### src/rtl/caf_pkg.sv
// Shared constants, register indexes and the CORDIC angle table.
`default_nettype none
package caf_pkg;
  localparam int CORDIC_ITER_DEF = 16;
  localparam int CORDIC_ITER_MAX = 32;

  localparam logic [1:0] REG_BLEND_ALPHA = 2'd0;
  localparam logic [1:0] REG_GYRO_GAIN   = 2'd1;
  localparam logic [1:0] REG_MIN_NORM    = 2'd2;

  localparam logic [15:0] ALPHA_RESET = 16'd1311;
  localparam logic [31:0] GAIN_RESET  = 32'd262144;
  localparam logic [15:0] NORM_RESET  = 16'd410;

  // 180 degrees in Q16.16.
  localparam logic signed [31:0] HALF_TURN = 32'sd11796480;

  // atan(2^-i) in Q16.16 degrees, rounded to nearest.
  function automatic logic signed [31:0] atan_deg(input logic [4:0] i);
    logic signed [31:0] r;
    case (i)
      5'd0:  r = 32'sd2949120;
      5'd1:  r = 32'sd1740967;
      5'd2:  r = 32'sd919879;
      5'd3:  r = 32'sd466945;
      5'd4:  r = 32'sd234379;
      5'd5:  r = 32'sd117304;
      5'd6:  r = 32'sd58666;
      5'd7:  r = 32'sd29335;
      5'd8:  r = 32'sd14668;
      5'd9:  r = 32'sd7334;
      5'd10: r = 32'sd3667;
      5'd11: r = 32'sd1833;
      5'd12: r = 32'sd917;
      5'd13: r = 32'sd458;
      5'd14: r = 32'sd229;
      5'd15: r = 32'sd115;
      5'd16: r = 32'sd57;
      5'd17: r = 32'sd29;
      5'd18: r = 32'sd14;
      5'd19: r = 32'sd7;
      5'd20: r = 32'sd4;
      5'd21: r = 32'sd2;
      5'd22: r = 32'sd1;
      default: r = 32'sd0;
    endcase
    return r;
  endfunction
endpackage
`default_nettype wire

### src/rtl/caf_if.sv
// Sample and result channel interfaces.
`default_nettype none
interface caf_sample_if;
  logic               valid;
  logic               ready;
  logic signed [15:0] accel_x;
  logic signed [15:0] accel_y;
  logic signed [15:0] accel_z;
  logic signed [15:0] gyro_x;
  logic signed [15:0] gyro_z;
  logic        [31:0] timestamp_ticks;
  modport source (output valid, accel_x, accel_y, accel_z, gyro_x, gyro_z,
                  timestamp_ticks, input ready);
  modport sink (input valid, accel_x, accel_y, accel_z, gyro_x, gyro_z,
                timestamp_ticks, output ready);
endinterface

interface caf_result_if;
  logic               valid;
  logic               ready;
  logic signed [31:0] pitch_deg;
  logic signed [31:0] yaw_deg;
  modport source (output valid, pitch_deg, yaw_deg, input ready);
  modport sink (input valid, pitch_deg, yaw_deg, output ready);
endinterface
`default_nettype wire

### src/rtl/caf_mul.sv
// Shared signed multiplier with a registered product.
`default_nettype none
module caf_mul import caf_pkg::*; (
  input  wire logic               clk,
  input  wire logic signed [32:0] a,
  input  wire logic signed [32:0] b,
  output logic signed [65:0]      p
);
  always_ff @(posedge clk) begin
    p <= a * b;
  end
endmodule
`default_nettype wire

### src/rtl/caf_isqrt.sv
// Iterative integer square root, two radicand bits per cycle.
`default_nettype none
module caf_isqrt import caf_pkg::*; (
  input  wire logic        clk,
  input  wire logic        rst,
  input  wire logic        start,
  input  wire logic [31:0] radicand,
  output logic             done,
  output logic [15:0]      root
);
  logic [31:0] rem;
  logic [31:0] acc;
  logic [31:0] bitv;
  logic [3:0]  cnt;
  logic        busy;
  logic [32:0] trial;

  assign trial = {1'b0, acc} + {1'b0, bitv};
  assign root  = acc[15:0];

  always_ff @(posedge clk) begin
    if (rst) begin
      busy <= 1'b0;
      done <= 1'b0;
      cnt  <= '0;
    end else begin
      done <= 1'b0;
      if (start) begin
        rem  <= radicand;
        acc  <= '0;
        bitv <= 32'h4000_0000;
        cnt  <= '0;
        busy <= 1'b1;
      end else if (busy) begin
        if ({1'b0, rem} >= trial) begin
          rem <= rem - trial[31:0];
          acc <= (acc >> 1) + bitv;
        end else begin
          acc <= acc >> 1;
        end
        bitv <= bitv >> 2;
        cnt  <= cnt + 4'd1;
        if (cnt == 4'd15) begin
          busy <= 1'b0;
          done <= 1'b1;
        end
      end
    end
  end
endmodule
`default_nettype wire

### src/rtl/caf_cordic.sv
// Vectoring CORDIC, one rotation per cycle, giving atan2 in Q16.16 degrees.
`default_nettype none
module caf_cordic import caf_pkg::*; #(
  parameter int ITERATIONS = CORDIC_ITER_DEF
) (
  input  wire logic               clk,
  input  wire logic               rst,
  input  wire logic               start,
  input  wire logic signed [16:0] x_in,
  input  wire logic signed [16:0] y_in,
  output logic                    done,
  output logic signed [31:0]      angle
);
  logic signed [37:0] x;
  logic signed [37:0] y;
  logic signed [31:0] z;
  logic [5:0]         cnt;
  logic               busy;
  logic signed [37:0] xs;
  logic signed [37:0] ys;
  logic signed [37:0] dx;
  logic signed [37:0] dy;

  assign xs    = 38'(x_in) <<< 16;
  assign ys    = 38'(y_in) <<< 16;
  assign dx    = y >>> cnt[4:0];
  assign dy    = x >>> cnt[4:0];
  assign angle = z;

  always_ff @(posedge clk) begin
    if (rst) begin
      busy <= 1'b0;
      done <= 1'b0;
      cnt  <= '0;
    end else begin
      done <= 1'b0;
      if (start) begin
        cnt <= '0;
        if (x_in == 17'sd0 && y_in == 17'sd0) begin
          z    <= '0;
          done <= 1'b1;
        end else if (x_in < 0) begin
          // Left half plane: fold over by a half turn first.
          z    <= (y_in >= 0) ? HALF_TURN : -HALF_TURN;
          x    <= -xs;
          y    <= -ys;
          busy <= 1'b1;
        end else begin
          z    <= '0;
          x    <= xs;
          y    <= ys;
          busy <= 1'b1;
        end
      end else if (busy) begin
        if (y > 0) begin
          x <= x + dx;
          y <= y - dy;
          z <= z + atan_deg(cnt[4:0]);
        end else begin
          x <= x - dx;
          y <= y + dy;
          z <= z - atan_deg(cnt[4:0]);
        end
        cnt <= cnt + 6'd1;
        if (cnt == 6'(ITERATIONS - 1)) begin
          busy <= 1'b0;
          done <= 1'b1;
        end
      end
    end
  end
endmodule
`default_nettype wire

### src/rtl/complementary_attitude_filter_core.sv
// Top level: sequencer of the complementary attitude filter.
//
// Samples enter on the sample channel and pitch/yaw leave on the result
// channel; an item moves when valid and ready are both high. Registers are
// written through cfg_we/cfg_index/cfg_data (0 blend alpha, 1 gyro gain,
// 2 minimum accel norm); other indexes are ignored.
// One sample is worked on at a time and sample.ready is high only while the
// sequencer is idle. The first sample after reset (stored timestamp zero)
// is only stored and gives no item. A sample with weak acceleration skips
// the square root, CORDIC and gyro steps and gives the held angles; a full
// update runs the 16-step square root and the two passes through the
// shared CORDIC unit, then the gyro and blend steps for each axis.
// One multiplier serves the squares and both gyro and blend products.
// Reset clears the angles and stored timestamp and restores register
// defaults. A stalled receiver holds the result register; the sequencer
// waits at its end until that register is free.
`default_nettype none
module complementary_attitude_filter_core import caf_pkg::*; #(
  parameter int CORDIC_ITERATIONS = CORDIC_ITER_DEF
) (
  input  wire logic        clk,
  input  wire logic        rst,
  caf_sample_if.sink       sample,
  caf_result_if.source     result,
  input  wire logic        cfg_we,
  input  wire logic [1:0]  cfg_index,
  input  wire logic [31:0] cfg_data
);
  localparam logic [3:0] S_IDLE = 4'd0;
  localparam logic [3:0] S_MAX  = 4'd1;
  localparam logic [3:0] S_MAY  = 4'd2;
  localparam logic [3:0] S_MAZ  = 4'd3;
  localparam logic [3:0] S_MTH  = 4'd4;
  localparam logic [3:0] S_CMP  = 4'd5;
  localparam logic [3:0] S_SQRT = 4'd6;
  localparam logic [3:0] S_CP   = 4'd7;
  localparam logic [3:0] S_CY   = 4'd8;
  localparam logic [3:0] S_G1   = 4'd9;
  localparam logic [3:0] S_G2   = 4'd10;
  localparam logic [3:0] S_G3   = 4'd11;
  localparam logic [3:0] S_G4   = 4'd12;
  localparam logic [3:0] S_G5   = 4'd13;
  localparam logic [3:0] S_OUT  = 4'd14;

  logic [3:0]         state;
  logic [15:0]        blend_alpha;
  logic [31:0]        gyro_gain;
  logic [15:0]        min_accel_norm;
  logic signed [31:0] pitch_angle;
  logic signed [31:0] yaw_angle;
  logic [31:0]        last_timestamp;
  logic signed [15:0] ax, ay, az, gx, gz;
  logic [15:0]        dt;
  logic [32:0]        norm;
  logic [31:0]        hsq;
  logic signed [31:0] acc_pitch;
  logic signed [31:0] acc_yaw;
  logic signed [31:0] pred;
  logic               axis;
  logic               ovalid;
  logic signed [31:0] opitch;
  logic signed [31:0] oyaw;

  logic signed [32:0] ma, mb;
  logic signed [65:0] prod;
  logic               sq_start, sq_done;
  logic [15:0]        sq_root;
  logic               cd_start, cd_done;
  logic signed [16:0] cd_x, cd_y;
  logic signed [31:0] cd_angle;
  logic [31:0]        diff;
  logic signed [31:0] cur_angle;
  logic signed [31:0] cur_accel;
  logic signed [15:0] cur_gyro;
  logic               load_out;

  assign sample.ready   = (state == S_IDLE);
  assign result.valid   = ovalid;
  assign result.pitch_deg = opitch;
  assign result.yaw_deg   = oyaw;

  assign diff      = sample.timestamp_ticks - last_timestamp;
  assign cur_angle = axis ? yaw_angle : pitch_angle;
  assign cur_accel = axis ? acc_yaw : acc_pitch;
  assign cur_gyro  = axis ? gz : gx;
  assign load_out  = (state == S_OUT) && (!ovalid || result.ready);

  assign sq_start = (state == S_CMP) && (norm > prod[32:0]);
  assign cd_start = ((state == S_SQRT) && sq_done) || ((state == S_CP) && cd_done);
  assign cd_x = (state == S_SQRT) ? $signed({1'b0, sq_root}) : -17'(ay);
  assign cd_y = (state == S_SQRT) ? -17'(az) : 17'(ax);

  always_comb begin
    ma = '0;
    mb = '0;
    case (state)
      S_MAX: begin
        ma = 33'(ax);
        mb = 33'(ax);
      end
      S_MAY: begin
        ma = 33'(ay);
        mb = 33'(ay);
      end
      S_MAZ: begin
        ma = 33'(az);
        mb = 33'(az);
      end
      S_MTH: begin
        ma = $signed({17'b0, min_accel_norm});
        mb = $signed({17'b0, min_accel_norm});
      end
      S_G1: begin
        ma = 33'(cur_gyro);
        mb = $signed({17'b0, dt});
      end
      S_G2: begin
        ma = prod[32:0];
        mb = $signed({1'b0, gyro_gain});
      end
      S_G4: begin
        // Blend as pred + alpha * (accel - pred), one product.
        ma = 33'(cur_accel) - 33'(pred);
        mb = $signed({17'b0, blend_alpha});
      end
      default: begin
        ma = '0;
        mb = '0;
      end
    endcase
  end

  caf_mul u_mul (.clk(clk), .a(ma), .b(mb), .p(prod));

  caf_isqrt u_sqrt (
    .clk(clk), .rst(rst), .start(sq_start), .radicand(hsq),
    .done(sq_done), .root(sq_root)
  );

  caf_cordic #(.ITERATIONS(CORDIC_ITERATIONS)) u_cordic (
    .clk(clk), .rst(rst), .start(cd_start), .x_in(cd_x), .y_in(cd_y),
    .done(cd_done), .angle(cd_angle)
  );

  always_ff @(posedge clk) begin
    if (rst) begin
      state          <= S_IDLE;
      blend_alpha    <= ALPHA_RESET;
      gyro_gain      <= GAIN_RESET;
      min_accel_norm <= NORM_RESET;
      pitch_angle    <= '0;
      yaw_angle      <= '0;
      last_timestamp <= '0;
      axis           <= 1'b0;
      ovalid         <= 1'b0;
    end else begin
      if (cfg_we) begin
        case (cfg_index)
          REG_BLEND_ALPHA: blend_alpha    <= cfg_data[15:0];
          REG_GYRO_GAIN:   gyro_gain      <= cfg_data;
          REG_MIN_NORM:    min_accel_norm <= cfg_data[15:0];
          default: ;
        endcase
      end

      if (load_out) begin
        ovalid <= 1'b1;
        opitch <= pitch_angle;
        oyaw   <= yaw_angle;
      end else if (result.ready) begin
        ovalid <= 1'b0;
      end

      case (state)
        S_IDLE: begin
          if (sample.valid) begin
            ax <= sample.accel_x;
            ay <= sample.accel_y;
            az <= sample.accel_z;
            gx <= sample.gyro_x;
            gz <= sample.gyro_z;
            last_timestamp <= sample.timestamp_ticks;
            dt <= (diff > 32'd65535) ? 16'hFFFF : diff[15:0];
            if (last_timestamp != 32'd0) state <= S_MAX;
          end
        end
        S_MAX: state <= S_MAY;
        S_MAY: begin
          norm  <= prod[32:0];
          state <= S_MAZ;
        end
        S_MAZ: begin
          hsq   <= norm[31:0] + prod[31:0];
          norm  <= norm + prod[32:0];
          state <= S_MTH;
        end
        S_MTH: begin
          norm  <= norm + prod[32:0];
          state <= S_CMP;
        end
        S_CMP: state <= sq_start ? S_SQRT : S_OUT;
        S_SQRT: if (sq_done) state <= S_CP;
        S_CP: begin
          if (cd_done) begin
            acc_pitch <= cd_angle;
            state     <= S_CY;
          end
        end
        S_CY: begin
          if (cd_done) begin
            acc_yaw <= cd_angle;
            axis    <= 1'b0;
            state   <= S_G1;
          end
        end
        S_G1: state <= S_G2;
        S_G2: state <= S_G3;
        S_G3: begin
          pred  <= cur_angle - prod[47:16];
          state <= S_G4;
        end
        S_G4: state <= S_G5;
        S_G5: begin
          if (axis) begin
            yaw_angle <= pred + prod[47:16];
            state     <= S_OUT;
          end else begin
            pitch_angle <= pred + prod[47:16];
            axis        <= 1'b1;
            state       <= S_G1;
          end
        end
        S_OUT: if (load_out) state <= S_IDLE;
        default: state <= S_IDLE;
      endcase
    end
  end
endmodule
`default_nettype wire

### src/flat_wrapper.sv
// flat-port wrapper written by rule: the top's interface ports become plain ports
module complementary_attitude_filter_core_flat import caf_pkg::*;
#(
  parameter int CORDIC_ITERATIONS = CORDIC_ITER_DEF
)
  (clk, rst, cfg_we, cfg_index, cfg_data, sample_valid, sample_accel_x, sample_accel_y, sample_accel_z, sample_gyro_x, sample_gyro_z, sample_timestamp_ticks, sample_ready, result_valid, result_pitch_deg, result_yaw_deg, result_ready);
  caf_sample_if sample_i ();
  caf_result_if result_i ();
  input  wire logic clk;
  input  wire logic rst;
  input  wire logic cfg_we;
  input  wire logic [1:0] cfg_index;
  input  wire logic [31:0] cfg_data;
  input wire logic [$bits(sample_i.valid)-1:0] sample_valid;
  input wire logic [$bits(sample_i.accel_x)-1:0] sample_accel_x;
  input wire logic [$bits(sample_i.accel_y)-1:0] sample_accel_y;
  input wire logic [$bits(sample_i.accel_z)-1:0] sample_accel_z;
  input wire logic [$bits(sample_i.gyro_x)-1:0] sample_gyro_x;
  input wire logic [$bits(sample_i.gyro_z)-1:0] sample_gyro_z;
  input wire logic [$bits(sample_i.timestamp_ticks)-1:0] sample_timestamp_ticks;
  output wire logic [$bits(sample_i.ready)-1:0] sample_ready;
  output wire logic [$bits(result_i.valid)-1:0] result_valid;
  output wire logic [$bits(result_i.pitch_deg)-1:0] result_pitch_deg;
  output wire logic [$bits(result_i.yaw_deg)-1:0] result_yaw_deg;
  input wire logic [$bits(result_i.ready)-1:0] result_ready;
  assign sample_i.valid = sample_valid;
  assign sample_i.accel_x = sample_accel_x;
  assign sample_i.accel_y = sample_accel_y;
  assign sample_i.accel_z = sample_accel_z;
  assign sample_i.gyro_x = sample_gyro_x;
  assign sample_i.gyro_z = sample_gyro_z;
  assign sample_i.timestamp_ticks = sample_timestamp_ticks;
  assign sample_ready = sample_i.ready;
  assign result_valid = result_i.valid;
  assign result_pitch_deg = result_i.pitch_deg;
  assign result_yaw_deg = result_i.yaw_deg;
  assign result_i.ready = result_ready;
  complementary_attitude_filter_core #(.CORDIC_ITERATIONS(CORDIC_ITERATIONS)) u_core (.clk(clk), .rst(rst), .sample(sample_i), .result(result_i), .cfg_we(cfg_we), .cfg_index(cfg_index), .cfg_data(cfg_data));
endmodule
### config.mk
export PLATFORM = sky130hd
export DESIGN_NAME = complementary_attitude_filter_core_flat
export DESIGN_NICKNAME = d
export VERILOG_FILES = /design/src/rtl/caf_pkg.sv /design/src/rtl/caf_if.sv /design/src/rtl/caf_mul.sv /design/src/rtl/caf_isqrt.sv /design/src/rtl/caf_cordic.sv /design/src/rtl/complementary_attitude_filter_core.sv /design/src/flat_wrapper.sv
export SDC_FILE = /design/constraint.sdc
export NUM_CORES = 2
export LEC_CHECK = 0
export BUFFER_PORTS_ARGS = -buffer_cell sky130_fd_sc_hd__buf_2
export CAP_MARGIN = 20
export CORE_MARGIN = 2
export CORE_UTILIZATION = 57
export DETAILED_ROUTE_END_ITERATION = 12
export PLACE_DENSITY = 0.81
export SYNTH_ARGS = -nofsm -noshare
export SYNTH_HDL_FRONTEND = slang
export SYNTH_SLANG_ARGS = --single-unit
### constraint.sdc
create_clock -name clk -period 19.1 [get_ports clk]
set_clock_uncertainty 0.05 [all_clocks]
set_input_delay 1.91 -clock clk [delete_from_list [all_inputs] [get_ports clk]]
set_output_delay 1.91 -clock clk [all_outputs]
set_load 0.1 [all_outputs]
==> results.yml <==
power:
  clkPwrFrac: 0.234
  power_frac_seq: 0.266
  p_leak_nw: 38.54
  p_per_area_mw_per_mm2: 87.51
  combPwrFrac: 0.500
  ir_worst_vdd_v: 0.00009765
  p_int_w: 0.004348
  p_sw_frac: 0.4369
  p_switching_w: 0.003373
sta:
  setup_violations: 0
  rsz0062_at_grt: "false"
  drv_slew: 0
  hold_viol_final: 0
  fmax_mhz: 79.80
  period_needed_ns: 12.53
  fin_tns_setup_ns: 0
  whs_ns: 0.4030
  worst_slew_pin_slew_ns: 1.180
  max_slew_margin: 0.2066
  fin_crit_sh: 0.6561
drt:
  ant_nets: 0
  drt_wl_total_mm: 279.8
  wl_per_cell_um: 25.44
  drtPass1Iterations: 8
  drtIter0Drc: 7595
  num_vias: 68574
  avgViaCountPerCell: 6.236
  drc: 0
placed_design:
  portBuffers: 216
  dp.cells: 10820
  place_congestion: 1.074
  dp_hpwl_mm: 223.3
  dpl_cell_area_mm2: 0.08506
floorplan:
  pin_count: 217
  die-width_um: 383.0
  core_area_mm2: 0.1431
  dieArea_mm2: 0.1467
  die-height_um: 383.0
  start_util: 0.5719
  num_rows: 139
synth:
  syn_area_per_cell_um2: 9.141
  netlist_instances: 8955
  synth-seq-cells: 759
  synth_edf_count: 509
  ys_seq_area_frac: 0.2479
  yosys_warnings: 0
  async_flop_share: 0
  ys_types: 109
  syn-num-nets: 10532
  ys.flop_type: "edfxtp_1"
  synth.cell_area_mm2: 0.08186
cells_and_area:
  nets: 10587
  mostFrequentLayoutCell: "inv_1"
  drive_above_1_share: 0.09368
  final_cells: 10997
  final_cell_mix: "inv_1, nand2_1, nor2_1, fa_1, a21oi_1"
  layout-area-overhead-vs-synth_pct: 7.784
  utilization: 0.6164
  fill_cells: 11794
  design_area_mm2: 0.08823
setup_path:
  path_max_fanout: 30
  reg2reg_slack_ns: 6.57
  cpMaxStageDelayCell: "a211o_1"
  rr_endpoint: "u_core.u_mul.p[46]"
  r2r-start: "u_core.axis"
  crit_arrival_ns: 13.12
  cp_common_cell: "fa_1"
  cp-start-kind: "flip-flop"
  endpoint_kind: "flip-flop"
  worst_r2r_path_depth: 34
  critPathMaxStageDelay_ns: 0.94
  crit_type: "reg -> reg"
  worstPathRequired_ns: 19.69
run:
  maxCapViolations: 0
clocking:
  clock-sinks: 759
  post-cts-setup-buffers: 0
  clk_latency_ns: 0.72
  numCtsBuffers: 87
  root_buffer: "clkbuf_16"
  ctsHoldBuffers: 0
  cts_tree: "built"
  clk_path_buf_depth: 3
  htreeDepth: 3
  cts_resized: 0
  clk_pin_slew_worst_paths_ns: 0.06
worst_hold_path:
  hold_end: "u_core.result.yaw_deg[18]"
  whs_path_depth: 0
  hold_start: "u_core.yaw_angle[18]"
  hold_class: "reg -> reg"
global_route:
  overflow: 0
  track_usage: 0.3808
  antenna_found_initial: 24
  grt_max_degree: 95
  grt_pass1_vias: 68819
  grt_pass1_wl_mm: 419.0
outcome:
  status: "completed"
worst max path at each step:
| stage | startpoint | to | slack, ns | cells past startpoint |
|---|---|---|---|---|
| 5_1_grt | u_core.axis | u_core.u_mul.p[47] | 6.18 | 40 |
| 6_report | u_core.axis | u_core.u_mul.p[46] | 6.57 | 34 |
| 3_3_place_gp | u_core.axis | u_core.u_mul.p[47] | 6.85 | 40 |
| 2_1_floorplan | u_core.axis | u_core.u_mul.p[47] | 7.35 | 43 |
| 3_5_place_dp | u_core.axis | u_core.u_mul.p[47] | 6.73 | 40 |
| 4_1_cts | u_core.axis | u_core.u_mul.p[47] | 6.65 | 40 |
per-stage QoR:
stage / worst slack, ns / power, W
2_1_floorplan: 7.349 / 0.004488
3_3_place_gp: 6.852 / 0.005802
3_5_place_dp: 6.731 / 0.005820
4_1_cts: 6.647 / 0.007665
5_1_grt: 6.182 / 0.008113
6_report: 6.569 / 0.007721
layer usage:
layer,GRT usage,wire length (um),vias up
li1,-,-,29871
met1,0.4911,105600,33743
met2,0.5838,122800,4001
met3,0.09966,31960,931
met4,0.2134,19300,28
met5,0,172,-
power groups by stage:
stage | logic (W) | registers, W | clock network (W)
2_1_floorplan | 0.00253 | 0.00196 | 0
3_3_place_gp | 0.00373 | 0.00208 | 0
3_5_place_dp | 0.00375 | 0.00207 | 0
4_1_cts | 0.00381 | 0.00204 | 0.00182
5_1_grt | 0.00420 | 0.00204 | 0.00187
6_report | 0.00386 | 0.00205 | 0.00180
cells in the mapped netlist, drive strengths merged, types with 16 or more instances:
master  count  area [um2]
a211o      24       210.2
a211oi     47       352.8
a21boi     26       195.2
a21o      142        1066
a21oi     584        2923
a221oi     22       205.2
a22oi      48       360.4
a31o       25       219.0
a31oi      48       300.3
and2       92       585.6
and3       34       214.0
buf        70       402.9
clkbuf    316        1186
dfxtp     250        5005
edfxtp    509       15280
fa        866       17340
ha        560        7007
inv      1185        4448
mux2       93        1047
mux2i     100        1030
mux4      102        2297
nand2    1149        4315
nand2b    101       631.9
nand3      87       435.4
nand3b     24       192.7
nand4      43       269.0
nor2      939        3530
nor2b      54       337.8
nor3       98       511.7
nor3b      17       132.6
nor4       36       250.2
o211ai     23       172.7
o21a       51       382.9
o21ai     333        1667
o21bai     65       488.0
o22ai      16       100.1
o31ai      34       255.2
or2        41       256.5
or3        36       225.2
xnor2     303        2654
xor2      201        1760
state kept, by name (all words and copies together) (netlist names), 32 cells and up, named ones only:
signal                   flops
u_core.result.yaw_deg       32
u_core.u_mul.p              48
u_core.hsq                  32
u_core.u_cordic.angle       32
u_core.acc_pitch            32
u_core.pitch_angle          32
u_core.pred                 32
u_core.u_cordic.x           38
u_core.result.pitch_deg     32
u_core.u_sqrt.acc           32
u_core.norm                 33
u_core.gyro_gain            32
u_core.u_sqrt.rem           32
u_core.yaw_angle            32
u_core.acc_yaw              32
u_core.last_timestamp       32
u_core.u_cordic.y           38
cell families after synthesis:
logic type | synth area share
DFF | 0.2479
xor gates and xnor gates | 0.05530
adders and majority gates | 0.2974
and+or+nand+nor | 0.1491
muxes | 0.05344
buffers and inverters | 0.07379
AOI/OAI and AO/OA | 0.1231
area by class of cell:
cell class	count	area, um2	share of cell area
inverters	1186	4452	0.05046
flip-flops and latches	759	20300	0.2301
clock inverters	58	700.7	0.007941
well taps	1903	2381	0.02699
clock buffers	105	2350	0.02663
diodes	10	25.02	0.0002836
multi-input cells	6624	55830	0.6328
repair buffers	352	2188	0.02480
critical path: cells and delay by family (launching register included):
family                     cells  cell delay, ns
xor gates and xnor gates       2            0.85
DFF                            1            0.67
AOI/OAI and AO/OA             10            4.14
adders and majority gates     11            4.57
and+or+nand+nor                8            1.45
muxes                          1            0.16
buffers and inverters          2            0.54
No activity file was read; power rests on OpenSTA's default activity.
